==> src/hw/rtl/kiv_pkg.sv <==
// kiv_pkg: constants and status codes for the kernel image verifier
// used by kernel_image_verifier, its port checker and its testbench; no dependencies
`default_nettype none

package kiv_pkg;

	localparam int WORD_W   = 16;
	localparam int SECT_W   = 8;
	localparam int STATUS_W = 3;
	localparam int CFG_IDX_W = 1;

	// words per sector is 2**SECTOR_LOG2 (512-byte sectors of 16-bit words)
	localparam int SECTOR_LOG2 = 8;

	localparam logic [7:0]        STUB_BYTE        = 8'hEB;
	localparam logic [SECT_W-1:0] MIN_SECTORS_RST  = 8'd8;
	localparam logic [SECT_W-1:0] MAX_SECTORS_RST  = 8'd255;
	localparam logic [SECT_W-1:0] SECTORS_SAT      = 8'd255;

	// header word positions
	localparam logic [WORD_W-1:0] HDR_STUB_IDX = 16'd0;
	localparam logic [WORD_W-1:0] HDR_SUM_IDX  = 16'd2;
	localparam logic [WORD_W-1:0] HDR_SECT_IDX = 16'd3;

	// configuration register indexes
	localparam logic [CFG_IDX_W-1:0] CFG_MIN_SECTORS = 1'd0;
	localparam logic [CFG_IDX_W-1:0] CFG_MAX_SECTORS = 1'd1;

	typedef logic [STATUS_W-1:0] status_t;

	localparam status_t ST_OK           = 3'd0;
	localparam status_t ST_BAD_SIZE     = 3'd1;
	localparam status_t ST_NO_STUB      = 3'd2;
	localparam status_t ST_SECT_MISMATCH = 3'd3;
	localparam status_t ST_SUM_MISMATCH = 3'd4;

endpackage

`default_nettype wire

==> src/hw/rtl/kernel_image_verifier.sv <==
// kernel_image_verifier: streaming size, stub, header and checksum check of an image
// depends on kiv_pkg
//
//  channel | signals                                  | direction | handshake
//  --------+------------------------------------------+-----------+----------------------
//  in      | data_word[15:0], last_word               | to block  | in_valid / in_ready
//  out     | status[2:0], sector_count[7:0],          | from block| out_valid / out_ready
//          | computed_sum[15:0]                       |           |
//  cfg     | cfg_index[0], cfg_data[7:0]              | to block  | cfg_valid / cfg_ready
//
// one item per cycle while no last item is held back: an item is registered at accept, folded
// into the image state in the next cycle; the result register loads when the last item advances
// the output register lets the next image stream in while a result waits
// only a last item stalls in the input register, and only while a result is still held
// arst_n clears all image state and sets min_sectors to 8, max_sectors to 255
`default_nettype none

module kernel_image_verifier
	import kiv_pkg::*;
(
	input  wire logic                 clk,
	input  wire logic                 arst_n,

	input  wire logic                 in_valid,
	output logic                      in_ready,
	input  wire logic [WORD_W-1:0]    data_word,
	input  wire logic                 last_word,

	output logic                      out_valid,
	input  wire logic                 out_ready,
	output logic [STATUS_W-1:0]       status,
	output logic [SECT_W-1:0]         sector_count,
	output logic [WORD_W-1:0]         computed_sum,

	input  wire logic                 cfg_valid,
	output logic                      cfg_ready,
	input  wire logic [CFG_IDX_W-1:0] cfg_index,
	input  wire logic [SECT_W-1:0]    cfg_data
);

	// input register
	logic              valid_s1;
	logic [WORD_W-1:0] word_s1;
	logic              last_s1;

	// configuration
	logic [SECT_W-1:0] min_sectors_q;
	logic [SECT_W-1:0] max_sectors_q;

	// image state
	logic [WORD_W-1:0] word_count_q;
	logic              count_ovf_q;
	logic [WORD_W-1:0] run_sum_q;
	logic              stub_ok_q;
	logic [WORD_W-1:0] exp_sum_q;
	logic [WORD_W-1:0] exp_sect_q;

	// output register
	logic                out_valid_q;
	status_t             status_q;
	logic [SECT_W-1:0]   sect_q;
	logic [WORD_W-1:0]   sum_q;

	logic advance;
	logic out_free;

	logic [WORD_W-1:0] term;
	logic              stub_ok_d;
	logic [WORD_W-1:0] exp_sum_d;
	logic [WORD_W-1:0] exp_sect_d;
	logic [WORD_W-1:0] run_sum_d;
	logic              wc_full;
	logic              count_ovf_d;
	logic [WORD_W-1:0] word_count_d;
	logic [SECT_W-1:0] sectors;
	logic              size_bad;
	status_t           status_d;

	assign out_free = !out_valid_q || out_ready;
	assign advance  = valid_s1 && (!last_s1 || out_free);
	assign in_ready = !valid_s1 || advance;
	assign cfg_ready = 1'b1;

	always_comb begin
		term       = word_s1;
		stub_ok_d  = stub_ok_q;
		exp_sum_d  = exp_sum_q;
		exp_sect_d = exp_sect_q;
		// header fields only while the count is exact
		if (!count_ovf_q) begin
			if (word_count_q == HDR_STUB_IDX) begin
				stub_ok_d = (word_s1[7:0] == STUB_BYTE);
			end
			if (word_count_q == HDR_SUM_IDX) begin
				exp_sum_d = word_s1;
				term      = '0;
			end
			if (word_count_q == HDR_SECT_IDX) begin
				exp_sect_d = word_s1;
			end
		end

		run_sum_d    = {run_sum_q[WORD_W-2:0], run_sum_q[WORD_W-1]} + term;
		wc_full      = &word_count_q;
		count_ovf_d  = count_ovf_q || wc_full;
		word_count_d = wc_full ? word_count_q : word_count_q + 1'b1;

		sectors  = count_ovf_d ? SECTORS_SAT : word_count_d[WORD_W-1 -: SECT_W];
		size_bad = count_ovf_d || (word_count_d[SECTOR_LOG2-1:0] != '0) ||
			(sectors < min_sectors_q) || (sectors > max_sectors_q);

		if (size_bad) begin
			status_d = ST_BAD_SIZE;
		end else if (!stub_ok_d) begin
			status_d = ST_NO_STUB;
		end else if (exp_sect_d != {{(WORD_W-SECT_W){1'b0}}, sectors}) begin
			status_d = ST_SECT_MISMATCH;
		end else if (run_sum_d != exp_sum_d) begin
			status_d = ST_SUM_MISMATCH;
		end else begin
			status_d = ST_OK;
		end
	end

	always_ff @(posedge clk or negedge arst_n) begin
		if (!arst_n) begin
			valid_s1 <= 1'b0;
		end else if (in_ready) begin
			valid_s1 <= in_valid;
		end
	end

	always_ff @(posedge clk) begin
		if (in_valid && in_ready) begin
			word_s1 <= data_word;
			last_s1 <= last_word;
		end
	end

	always_ff @(posedge clk or negedge arst_n) begin
		if (!arst_n) begin
			min_sectors_q <= MIN_SECTORS_RST;
			max_sectors_q <= MAX_SECTORS_RST;
		end else if (cfg_valid && cfg_ready) begin
			case (cfg_index)
				CFG_MIN_SECTORS: min_sectors_q <= cfg_data;
				CFG_MAX_SECTORS: max_sectors_q <= cfg_data;
				default: ;
			endcase
		end
	end

	always_ff @(posedge clk or negedge arst_n) begin
		if (!arst_n) begin
			word_count_q <= '0;
			count_ovf_q  <= 1'b0;
			run_sum_q    <= '0;
			stub_ok_q    <= 1'b0;
			exp_sum_q    <= '0;
			exp_sect_q   <= '0;
		end else if (advance) begin
			if (last_s1) begin
				// image done, start over for the next one
				word_count_q <= '0;
				count_ovf_q  <= 1'b0;
				run_sum_q    <= '0;
				stub_ok_q    <= 1'b0;
				exp_sum_q    <= '0;
				exp_sect_q   <= '0;
			end else begin
				word_count_q <= word_count_d;
				count_ovf_q  <= count_ovf_d;
				run_sum_q    <= run_sum_d;
				stub_ok_q    <= stub_ok_d;
				exp_sum_q    <= exp_sum_d;
				exp_sect_q   <= exp_sect_d;
			end
		end
	end

	always_ff @(posedge clk or negedge arst_n) begin
		if (!arst_n) begin
			out_valid_q <= 1'b0;
		end else if (out_free) begin
			out_valid_q <= advance && last_s1;
		end
	end

	always_ff @(posedge clk) begin
		if (advance && last_s1) begin
			status_q <= status_d;
			sect_q   <= sectors;
			sum_q    <= run_sum_d;
		end
	end

	assign out_valid    = out_valid_q;
	assign status       = status_q;
	assign sector_count = sect_q;
	assign computed_sum = sum_q;

endmodule

`default_nettype wire

==> config.mk <==
export PLATFORM = sky130hd
export DESIGN_NAME = kernel_image_verifier
export DESIGN_NICKNAME = d
export VERILOG_FILES = /design/src/hw/rtl/kiv_pkg.sv /design/src/hw/rtl/kernel_image_verifier.sv
export SDC_FILE = /design/constraint.sdc
export NUM_CORES = 1
export LEC_CHECK = 0
export ABC_AREA = 1
export BUFFER_PORTS_ARGS = -buffer_cell sky130_fd_sc_hd__buf_2
export CAP_MARGIN = 20
export CORE_MARGIN = 2
export CORE_UTILIZATION = 55
export CTS_BUF_LIST = sky130_fd_sc_hd__clkbuf_8 sky130_fd_sc_hd__clkbuf_16
export DETAILED_ROUTE_END_ITERATION = 6
export PLACE_DENSITY = 0.8
export SYNTH_ARGS = -nofsm -noshare
export SYNTH_HDL_FRONTEND = slang
export SYNTH_SLANG_ARGS = --single-unit
==> constraint.sdc <==
create_clock -name clk -period 3.6 [get_ports clk]
set_clock_uncertainty 0.05 [all_clocks]
set_input_delay 0.54 -clock clk [delete_from_list [all_inputs] [get_ports clk]]
set_output_delay 0.54 -clock clk [all_outputs]
set_load 0.01 [all_outputs]
# == Word-level counts from Yosys, hierarchy flattened ==
# Index checks and enable logic that the tools add are counted.
# op_classes
n_mux,19
bitwise,2
div,0
shifts,0
n_addsub,2
n_eq_ne,5
n_lt_le_gt_ge,2
n_mul,0
n_reduce_logical,19
# ops
cell,count
2-to-1 mux 16 bit,11
"== test 16 x 2 -> 1 bit, second input constant",2
"adder 16 x 1 -> 16 bit, second input constant",1
adder 16 bit,1
logical NOT 16 bit,1
!= test 16 bit,1
!= test 16 x 8 -> 1 bit,1
AND reduction 16 bit,1
"== test 8 bit, second input constant",1
> comparator 8 bit,1
< comparator 8 bit,1
2-to-1 mux 8 bit,1
nonzero test 8 bit,1
logical OR 1 bit,7
2-to-1 mux 1 bit,4
2-to-1 mux 2 bit,2
AND reduction 2 bit,2
logical AND 1 bit,3
logical NOT 1 bit,3
2-to-1 mux 3 bit,1
OR reduction 3 bit,1
inverter 1 bit,2
# word_totals
latch_bits,0
word_cells,65
in_bits,31
ram_bits,0
romBits,0
memories,0
out_inout_bits,30
register_bits,128

# == Logic depth before layout (Yosys ltp) ==
# Gate-level depths: netlist of run 1.
# depth
ltp_word,8
depth_mapped,29
depth_no_buf,28

# == Worst setup path after synthesis of run 1 ==
# Ideal clock, no wire load.
# synth_path
path_kind,register to register
start,register word_count_q[0]
end,"register status_q[2], in the netlist status[2], data pin"
setup_slack_ns,0.006
required_time_ns,3.301
stages_incl_launch_ff,24
setup_time_ns,0.249
arrival_time_ns,3.294
n_path_buf,2
synth_period_minus_slack_ns,3.594
cell_sequence,dfrtp_1 inv_1 ha_1 inv_1 nor2_1 nand2_1 nor2_4 nand2_2 clkbuf_1 inv_1 clkbuf_1 nor2_1 ha_1 a21oi_1 nand2_1 a21oi_1 nand3b_1 nand3_1 nand3_1 nand3_1 nor3_1 nand3_1 nand2_1 inv_1
# synth_via
elab_chain_len,7
elab_cells_between_ends,28
classes_between,2 x add/sub; 2 x order compare; 4 x eq/ne; 11 x mux; 1 x bitwise; 8 x reduce/logical
# synth_lines
item,line_no,rtl
start: declaration,kernel_image_verifier.sv:51,logic [WORD_W-1:0] word_count_q;
start signal: assignment,kernel_image_verifier.sv:171,word_count_q <= word_count_d;
adder 16 x 1 -> 16 bit or AND reduction 16 bit (tied branches),"kernel_image_verifier.sv:106, kernel_image_verifier.sv:104",
2-to-1 mux 16 bit or logical OR 1 bit (tied branches),"kernel_image_verifier.sv:106, kernel_image_verifier.sv:105",
2-to-1 mux 8 bit or nonzero test 8 bit (tied branches),"kernel_image_verifier.sv:108, kernel_image_verifier.sv:109",
< comparator 8 bit or logical OR 1 bit (tied branches),"kernel_image_verifier.sv:110, kernel_image_verifier.sv:109",
logical OR 1 bit,kernel_image_verifier.sv:109,size_bad = count_ovf_d || (word_count_d[SECTOR_LOG2-1:0] != '0) ||
logical OR 1 bit,kernel_image_verifier.sv:110,(sectors < min_sectors_q) || (sectors > max_sectors_q);
OR reduction 3 bit (no line),n/a,
end signal: assignment,kernel_image_verifier.sv:191,status_q <= status_d;
end: declaration,kernel_image_verifier.sv:60,status_t status_q;
# Several ways; a longest one is shown, not always the timed one.
# A chain may end at the register's enable or synchronous reset.

# == Final worst setup path of run 1 ==
# layout_path
start,register word_count_q[0]
end,"register status_q[2], in the netlist status[2], data pin"
# layout_via
elab_cells_between_ends,28
classes_between,2 x add/sub; 2 x order compare; 4 x eq/ne; 11 x mux; 1 x bitwise; 8 x reduce/logical
# layout_rtl
item,line_no,rtl
== test 16 x 2 -> 1 bit,kernel_image_verifier.sv:94,if (word_count_q == HDR_SUM_IDX) begin
2-to-1 mux 16 bit,kernel_image_verifier.sv:94,
2-to-1 mux 16 bit,kernel_image_verifier.sv:90,if (!count_ovf_q) begin
adder 16 bit,kernel_image_verifier.sv:103,"run_sum_d = {run_sum_q[WORD_W-2:0], run_sum_q[WORD_W-1]} + term;"
named net run_sum_d[15],kernel_image_verifier.sv:71,logic [WORD_W-1:0] run_sum_d;
!= test 16 bit,kernel_image_verifier.sv:118,end else if (run_sum_d != exp_sum_d) begin
2-to-1 mux 3 bit,kernel_image_verifier.sv:118,
# The timed path passes the listed nets, and every way through them passes these cells.

==> results of run 1 <==
-- worst reg2reg max path: cells and delay by family (launching register included) --
| kind | cells | cell delay, ps |
|---|---|---|
| buf+inv | 7 | 660 |
| compound gates | 2 | 270 |
| flops | 1 | 400 |
| simple gates | 11 | 1180 |
| fa+ha+maj | 2 | 460 |
| xor+xnor | 1 | 310 |
-- cells by family (layout without fill, tap and decap cells) --
kind of cell	Yosys count	count (layout)	share of synthesized area [%]
xor gates and xnor gates	20	20	2.502
other	1	1	0.05136
DFF	128	128	47.04
buffers and inverters	180	288	9.664
and+or+nand+nor	379	379	22.46
AOI/OAI and AO/OA	150	150	11.69
muxes	1	1	0.1542
adders and majority gates	37	37	6.443
-- how the worst min path moves through the flow --
stage	from	cells after the start	to
2_1_floorplan	arst_n	0	count_ovf_q
3_3_place_gp	min_sectors_q[0]	2	min_sectors_q[0]
3_5_place_dp	min_sectors_q[6]	2	min_sectors_q[6]
4_1_cts	data_word[10]	1	word_s1[10]
5_1_grt	data_word[11]	1	word_s1[11]
6_report	data_word[10]	1	word_s1[10]
-- report_power, final --
| group | internal (W) | switching (W) |
|---|---|---|
| registers | 0.00182 | 0.000144 |
| clock network | 0.00101 | 0.000652 |
| logic | 0.00102 | 0.00160 |
| total | 0.00385 | 0.00240 |
-- routing by layer --
layer / share of wire, % / track usage [%]
met3: 6.4 / 5.412
met1: 43 / 35.58
met4: 3.7 / 12.87
met5: 0 / 0
met2: 47 / 41.49
-- synth_stat cells (9+ instances only) --
library cell and number:
nand4_1 12, inv_1 155, o21ai_0 62, o21ai_1 11, dfstp_2 9, ha_1 36, dfrtp_1 75, o22ai_1 47
nand2_1 213, nor2_1 69, xor2_1 16, nand3_1 56, clkbuf_1 16, a21oi_1 15, edfxtp_1 44
-- final cells by class --
cell class,count,area share (%)
Clock inverter,15,1.626
Sequential cell,128,38.50
Timing Repair Buffer,99,7.122
Clock buffer,17,4.767
Tap cell,176,2.467
Multi-Input combinational cell,588,38.88
Inverter,157,6.645
-- registers in the layout, indices dropped and copies added, names as in the netlist --
signal,count
computed_sum,16
exp_sect_q,16
exp_sum_q,16
run_sum_q,16
word_count_q,16
word_s1,16
max_sectors_q,8
min_sectors_q,8
sector_count,8
status,3
count_ovf_q,1
last_s1,1
out_valid,1
stub_ok_q,1
valid_s1,1
-- stage by stage --
step                      TNS, ps  instance area (sq um)  power, W  worst slack [ps]  hold slack (ps)
final                           0                   8925  0.006250             41.23            230.0
after global routing       -174.6                   8925  0.006634            -174.6            225.6
after CTS                       0                   8439  0.005645             41.23            224.8
after detailed placement        0                   7861  0.003960             20.19            424.4
after global placement          0                   7861  0.003919             72.06            417.7
after floorplan                 0                   7302  0.003422             6.418            194.4
-- repair_timing --
action	4_1_cts	5_1_grt
setup buffers	0	17
setup endpoints to repair	1	7
pin swaps	0	38
resized for setup	1	85
hold buffers	0	1
gates cloned	0	0
endpoints found under the hold margin	0	4
==> run_results.csv, run 1 <==
group,metric,value,unit
outcome,outcome,"finished, final reports clean",
clock_tree,root_buffer,"clkbuf_16",
die,die_h,119.2,um
worst_setup_path,crit_end,"status[2]",
clock_tree,cts_tree,"done",
sta,slew_headroom,47.50,%
detailed_routing,post_drt_via_cell_ratio,5.548,
layout,instances_no_fill,1180,
yosys,synthesis.area,7302,sq um
yosys,synth_top_area_cell,"dfrtp_1",
yosys,synth.area.top_cells,"dfrtp_1 (26%), edfxtp_1 (18%), nand2_1 (11%), inv_1 (8.0%), ha_1 (6.2%)",
yosys,yosys_warnings,0,
sta,setup_viol,0,
clock_tree,numCtsBuffers,17,
global_route,grt_max_degree,82,
global_route,grt_util_all_layers,26.58,%
worst_setup_path,cp_num_cells,23,
layout,final-seq-area,3436,sq um
layout,synthToLayoutAreaGrowth,22.22,%
yosys,avgSynthCellArea,8.150,sq um
yosys,ys_seq_area_share,47.04,%
power_and_ir_drop,irDropWorstVdd,0.0003823,V
yosys,synth.top_cell.area_share,25.70,%
placed_design,dp_hpwl,12580,um
detailed_routing,wl_per_cell,16.00,um
clock_tree,clk_latency,430,ps
worst_setup_path,crit_arrival,3700,ps
yosys,synth-main-ff-cell,"dfrtp_1",
layout,drive_gt1_share,22.51,%
die,rows,42,
sta,finalMaxSlewViolations,0,
clock_tree,h-tree-depth,4,
worst_setup_path,critPathKind,"register to register",
worst_setup_path,critical_path.cell_chain,"inv_2, ha_4, inv_2, nor2_1, nand2_1, nor2_4, nand2_2, clkinvlp_4, buf_6, buf_8, nor2_1, ha_1, inv_2, o21bai_1, a31oi_1, nand2_1, nor2_2, xor2_1, nor2_1, nor3_2, nand3_1, nand2_1, inv_1",
yosys,syn_nets,964,
layout,final_common_cell,"nand2_1",
sta,max_freq,281.0,MHz
layout,multi_input_area,3470,sq um
sta,tightest_slew,786.6,ps
layout,mostFrequentLayoutCells,"nand2_1 (199), inv_1 (146), dfrtp_1 (74)",
global_route,grt_pass1_wl,29620,um
die,die_w,119.2,um
die,core_area,13090,sq um
worst_setup_path,cp_slowest_cell,"dfrtp_1",
power_and_ir_drop,p_leak,4.475,nW
detailed_routing,drt_iter0_drc,686,
sta,fin_crit,3559,ps
yosys,async_reset_ff_share,65.63,%
layout,nets,1059,
yosys,ys_ff_latch,128,
power_and_ir_drop,cellPowerDensity,700.3,nW/um^2
yosys,synth.distinct_cells,44,
die,dieArea,14210,sq um
detailed_routing,vias,6547,
yosys,netlist_instances,896,
worst_setup_path,rr_startpoint,"word_count_q[0]",
clock_tree,cts.sinks,128,
yosys,synth_edf_count,44,
worst_setup_path,r2r_slack,40,ps
worst_setup_path,cp-start-kind,"register",
worst_setup_path,cp_num_buf_inv,7,
die,boundaryPins,61,
placed_design,dpl.cell_count,1129,
layout,utilization,68.21,%
layout,antenna-diode-count,0,
layout,fillerInstances,986,
detailed_routing,routed_wirelength,18880,um
worst_setup_path,rr_endpoint,"status[2]",
worst_setup_path,reg2reg_depth,23,
global_route,grt.overflow.total,0,
global_route,antenna_found_initial,1,
detailed_routing,drc,0,
worst_setup_path,cp.required,3750,ps
detailed_routing,drtPass1Iterations,6,
worst_setup_path,cp_max_fo,8,
placed_design,routabilityCongestion,0.9258,
worst_setup_path,critPathTopFamily,"simple AND/OR/NAND/NOR gates",
die,initial_core_util,55.80,%
sta,hold_viol,0,
worst_setup_path,max_stage_delay,400,ps
worst_hold_path,hold_path.class,"input port to register",
clock_tree,clockBufferDepth,2,
placed_design,port-buffer-count,59,
worst_setup_path,end_kind,"register",
worst_setup_path,crit_start,"word_count_q[0]",
global_route,grt_pass1_vias,6209,
detailed_routing,ant_nets,0,
sta,min_period_over_period,98.85,%
flow_run,cap_violations,0,
clock_tree,clkTransAtPathRegs,60,ps
No activity file was read; power rests on OpenSTA's default activity.
==> run 2: changes to the inputs <==
Settings changed: ABC_AREA 1 to unset, CORE_UTILIZATION 55 to 54, PLACE_DENSITY 0.8 to 0.79.
==> run_results.csv, run 2 <==
group,metric,value,unit
outcome,outcome,"complete, but fails checks",
outcome,violations,"setup timing",
yosys,avgSynthCellArea,10.64,sq um
die,boundaryPins,61,
worst_setup_path,critPathKind,"register to register",
placed_design,placed_area,8087,sq um
worst_setup_path,critical_path.cell_chain,"nor4_4, nand4_1, buf_6, and2_1, ha_4, o211ai_1, o211ai_1, buf_4, a41oi_2, xnor2_1, xor2_1, nand4_1, nor4_2, a311oi_2",
global_route,grt_util_all_layers,28.75,%
yosys,synth-main-ff-cell,"dfrtp_1",
global_route,antenna_found_initial,0,
worst_setup_path,end_kind,"register",
worst_setup_path,max_stage_delay,410,ps
clock_tree,cts.sinks,128,
worst_setup_path,cp_slowest_cell,"dfrtp_1",
layout,final_cell_area,9218,sq um
yosys,synth_common_cells,"dfrtp_1 (75), nand2_1 (60), o21ai_0 (60)",
sta,max_freq,268.1,MHz
detailed_routing,vias,6017,
clock_tree,clk_latency,430,ps
die,die_w,117.8,um
worst_setup_path,cp_num_cells,14,
power_and_ir_drop,irDropWorstVdd,0.0004007,V
clock_tree,root_buffer,"clkbuf_16",
worst_setup_path,cp_max_fo,5,
die,initial_core_util,55.37,%
yosys,synth.top_cell.area_share,26.86,%
die,core_area,12620,sq um
sta,min_period_over_period,103.6,%
yosys,yosys_warnings,0,
sta,slew_headroom,25.69,%
layout,synthToLayoutAreaGrowth,31.91,%
die,dieArea,13870,sq um
placed_design,routabilityCongestion,0.9239,
sta,rsz0062_at_grt,"yes",
power_and_ir_drop,power.total,0.006451,W
die,rows,41,
power_and_ir_drop,cellPowerDensity,699.8,nW/um^2
clock_tree,cts_tree,"done",
detailed_routing,post_drt_via_cell_ratio,6.072,
yosys,ys_ff_latch,128,
global_route,grt.overflow.total,0,
sta,fin_crit,3730,ps
yosys,ys_seq_area_share,49.15,%
global_route,grt_pass1_vias,6192,
yosys,yosysMostFrequentCell,"dfrtp_1",
worst_setup_path,crit_start,"word_count_q[6]",
detailed_routing,ant_nets,0,
global_route,grt_pass1_wl,31350,um
detailed_routing,routed_wirelength,19780,um
yosys,synth_edf_count,44,
detailed_routing,wl_per_cell,19.96,um
clock_tree,clkTransAtPathRegs,60,ps
yosys,syn_nets,725,
layout,drive_gt1_share,33.46,%
layout,utilization,73.04,%
yosys,async_reset_ff_share,65.63,%
worst_setup_path,reg2reg_depth,14,
sta,tns,-208.7,ps
clock_tree,numCtsBuffers,17,
worst_setup_path,critPathTopFamily,"simple AND/OR/NAND/NOR gates",
yosys,synth.distinct_cells,62,
worst_setup_path,rr_startpoint,"word_count_q[6]",
yosys,synthesis.area,6988,sq um
sta,holdWs,225.7,ps
worst_setup_path,crit_arrival,3850,ps
power_and_ir_drop,p_leak,4.213,nW
worst_setup_path,cp.required,3720,ps
layout,nets,874,
yosys,synth.area.top_cells,"dfrtp_1 (27%), edfxtp_1 (19%), ha_1 (6.4%), o21ai_0 (4.3%), mux2i_1 (3.6%)",
layout,final_common_cell,"buf_4",
die,die_h,117.8,um
yosys,netlist_instances,657,
placed_design,dp_hpwl,12900,um
sta,tightest_slew,1111,ps
detailed_routing,drt_iter0_drc,681,
detailed_routing,drtPass1Iterations,5,
layout,antenna-diode-count,0,
detailed_routing,drc,0,
worst_setup_path,cp-start-kind,"register",
sta,setup_ws,-129.5,ps
global_route,grt_max_degree,76,
sta,finalMaxSlewViolations,0,
worst_hold_path,holdPathStages,1,
clock_tree,clockBufferDepth,2,
worst_hold_path,hold_path.class,"input port to register",
sta,hold_viol,0,
worst_setup_path,cp_num_buf_inv,2,
sta,setup_viol,2,
placed_design,port-buffer-count,59,
layout,mostFrequentLayoutCells,"buf_4 (94), dfrtp_1 (75), buf_2 (59)",
flow_run,cap_violations,0,
worst_hold_path,hold_start,"last_word",
yosys,synth_top_area_cell,"dfrtp_1",
clock_tree,h-tree-depth,4,
run 2: logic make-up after synthesis:
family                     synth area share [%]
muxes                                     5.193
buffers and inverters                     3.456
other                                   0.05366
DFF                                       49.15
AOI/OAI and AO/OA                         15.43
and+or+nand+nor                           14.34
adders and majority gates                 6.732
xor gates and xnor gates                  5.640
run 2: worst reg2reg max path: cells and delay by family, from the launching register on:
family                   cells  cell delay [ps]
buffers and inverters        2              360
flip-flops                   1              410
AO/OA/AOI/OAI                4              650
AND/OR/NAND/NOR              5             1160
adder cells (fa/ha/maj)      1              300
XOR/XNOR                     2              540
run 2: power by group:
part	internal (W)	switching [W]	leakage [nW]	total, W
sequential	0.00185	0.000216	1.52	0.00206
combinational	0.00124	0.00131	2.38	0.00255
clock	0.00117	0.000659	0.307	0.00183
total	0.00426	0.00219	4.21	0.00645
run 2: routing by layer:
layer  up-vias  global-route usage (%)  wire length [um]
met4         0                   13.93               625
met3        65                   7.025              1590
met5         -                       0                 0
met1      2940                   36.11              7959
met2       320                   46.73              9602
li1       2692                       -                 -
run 2: layout make-up:
class,instances,area (sq um)
clock buffer,18,439.2
inverter,30,112.6
fill,826,3402
clock inverter,14,190.2
multi-input combinational,471,3754
tap,172,215.2
timing repair buffer,158,1072
sequential,128,3435
run 2: worst paths after layout:
| kind | end | slack, ps |
|---|---|---|
| max reg2reg | status[2] | -130 |
| min | last_s1 | 230 |
| max | status[2] | -130 |
| min reg2reg | stub_ok_q | 430 |
| min in group asynchronous | word_count_q[9] | 410 |
| max in group asynchronous | max_sectors_q[7] | 2310 |
run 2: through the flow:
stage,setup slack (ps),std cells
CTS,-43.77,977
finish,-129.5,991
global route,-295.7,991
global placement,-20.77,936
detailed placement,-130.3,936
floorplan,-154.6,657
run 2: what timing repair did:
| item | CTS | global route |
|---|---|---|
| setup buffers | 8 | 11 |
| hold endpoints to repair | 0 | 3 |
| gates resized for setup | 35 | 25 |
| hold buffers | 0 | 1 |
| gates cloned | 1 | 0 |
| endpoints found under the setup margin | 2 | 6 |
| pin swaps | 25 | 17 |
==> run 3: changes to the inputs <==
Settings changed: CORE_UTILIZATION 54 to 60, PLACE_DENSITY 0.79 to 0.83.
Clock period 3.6 ns to 3.55 ns, I/O delays scaled along.
==> run_results.csv, run 3 (synthesis gave the netlist of run 2 again) <==
group,metric,value,unit
outcome,outcome,"complete, but fails checks",
clock_tree,h-tree-depth,4,
worst_hold_path,hold_path.class,"input port to async pin",
detailed_routing,vias,6384,
placed_design,routabilityCongestion,0.9334,
sta,setup_viol,6,
detailed_routing,wl_per_cell,22.10,um
layout,nets,893,
sta,rsz0062_at_grt,"yes",
sta,holdWs,32.50,ps
worst_setup_path,critPathTopFamily,"simple AND/OR/NAND/NOR gates",
global_route,grt_pass1_vias,5874,
die,boundaryPins,61,
sta,setup_ws,-307.7,ps
placed_design,dp_hpwl,12860,um
global_route,grt.overflow.total,0,
detailed_routing,routed_wirelength,21680,um
detailed_routing,ant_nets,0,
worst_setup_path,worst_path_most_repeated_cell,"nand4_1",
clock_tree,holdBufCountCts,0,
global_route,antenna_found_initial,0,
worst_setup_path,cp_max_fo,8,
sta,fin_crit,3858,ps
detailed_routing,post_drt_via_cell_ratio,6.508,
power_and_ir_drop,p_leak,4.342,nW
sta,tightest_slew,1001,ps
global_route,grt_util_all_layers,30.49,%
layout,antenna-diode-count,0,
sta,min_period_over_period,108.7,%
placed_design,port-buffer-count,59,
sta,hold_viol,0,
die,dieArea,12530,sq um
layout,final_common_cell,"buf_4",
clock_tree,root_buffer,"clkbuf_16",
worst_setup_path,max_stage_delay,450,ps
placed_design,pre_cts_slack,-142.3,ps
worst_setup_path,crit_arrival,3970,ps
die,rows,39,
clock_tree,clockBufferDepth,2,
worst_setup_path,critPathKind,"register to register",
layout,drive_gt1_share,36.99,%
global_route,grt_max_degree,42,
die,die_h,111.9,um
power_and_ir_drop,irDropWorstVdd,0.0006687,V
die,core_area,11370,sq um
worst_setup_path,critical_path.cell_chain,"ha_4, nor4b_4, nand4_1, buf_6, and2_4, ha_4, o211ai_1, o21ai_2, xor2_1, xor2_1, nand4_1, nor4_2, buf_4, nand4_1, nor4_2, a311oi_1",
power_and_ir_drop,cellPowerDensity,687.2,nW/um^2
clock_tree,cts_tree,"done",
sta,max_freq,259.2,MHz
flow_run,cap_violations,0,
worst_setup_path,end_kind,"register",
worst_setup_path,cp_slowest_cell,"dfrtp_1",
clock_tree,clkTransAtPathRegs,60,ps
detailed_routing,drtPass1Iterations,7,
clock_tree,numCtsBuffers,17,
detailed_routing,drt_iter0_drc,985,
sta,slew_headroom,33.29,%
layout,synthToLayoutAreaGrowth,34.86,%
die,initial_core_util,61.46,%
clock_tree,clk_latency,430,ps
worst_setup_path,cp.required,3660,ps
worst_setup_path,cp_num_buf_inv,2,
worst_setup_path,cp-start-kind,"register",
detailed_routing,drc,2,
layout,mostFrequentLayoutCells,"buf_4 (110), dfrtp_1 (75), buf_2 (58)",
clock_tree,cts.sinks,128,
layout,utilization,82.89,%
sta,finalMaxSlewViolations,0,
outcome,violations,"DRC, setup timing",
global_route,grt_pass1_wl,29880,um
die,die_w,111.9,um
==> run 3: power by group <==
group	switching (W)	internal, W
sequential	0.000229	0.00187
combinational	0.00132	0.00132
clock	0.000668	0.00107
total	0.00222	0.00426
==> run 3: path summary, 6_finish.rpt <==
| check | startpoint | endpoint | slack (ps) | depth (start not counted) |
|---|---|---|---|---|
| worst max-delay path | word_count_q[1] | status[2] | -310 | 16 |
| worst min-delay path | arst_n | word_count_q[9] | 30 | 1 |
| worst max register to register | word_count_q[1] | status[2] | -310 | 16 |
| worst min register to register | exp_sect_q[5] | exp_sect_q[5] | 460 | 1 |
| max in group asynchronous | arst_n | exp_sum_q[10] | 2630 | 2 |
| min in group clk | data_word[4] | word_s1[4] | 230 | 1 |
==> run 3: area by class of cell <==
cell class / count / area (sq um)
tap: 143 / 178.9
inverter: 30 / 116.4
multi-input combinational: 472 / 3876
clock inverter: 13 / 141.4
fill: 584 / 1946
timing repair buffer: 176 / 1224
sequential: 128 / 3435
clock buffer: 19 / 452.9
==> run 3: layer usage <==
layer / vias up / GRT usage, % / wire length (um)
li1: 2748 / - / -
met1: 3092 / 41.95 / 8317
met2: 446 / 48.20 / 10420
met3: 98 / 7.893 / 2146
met4: 0 / 8.971 / 798
met5: - / 0 / 0
==> run 3: what timing repair did <==
item / CTS / global route
pin swaps: 1 / 43
setup endpoints to repair: 3 / 7
setup buffers: 0 / 19
cloned: 0 / 1
resized for setup: 5 / 81
==> run 3: metrics by stage <==
| stage | cells | TNS [ps] | total power [W] | cell area, sq um |
|---|---|---|---|---|
| floorplan | 657 | -204.6 | 0.003448 | 7171 |
| global placement | 927 | -6.702 | 0.004169 | 8200 |
| detailed placement | 927 | -142.3 | 0.004280 | 8200 |
| CTS | 959 | -80.33 | 0.006061 | 8812 |
| global route | 981 | -1486 | 0.006757 | 9424 |
| finish | 981 | -512.4 | 0.006476 | 9424 |
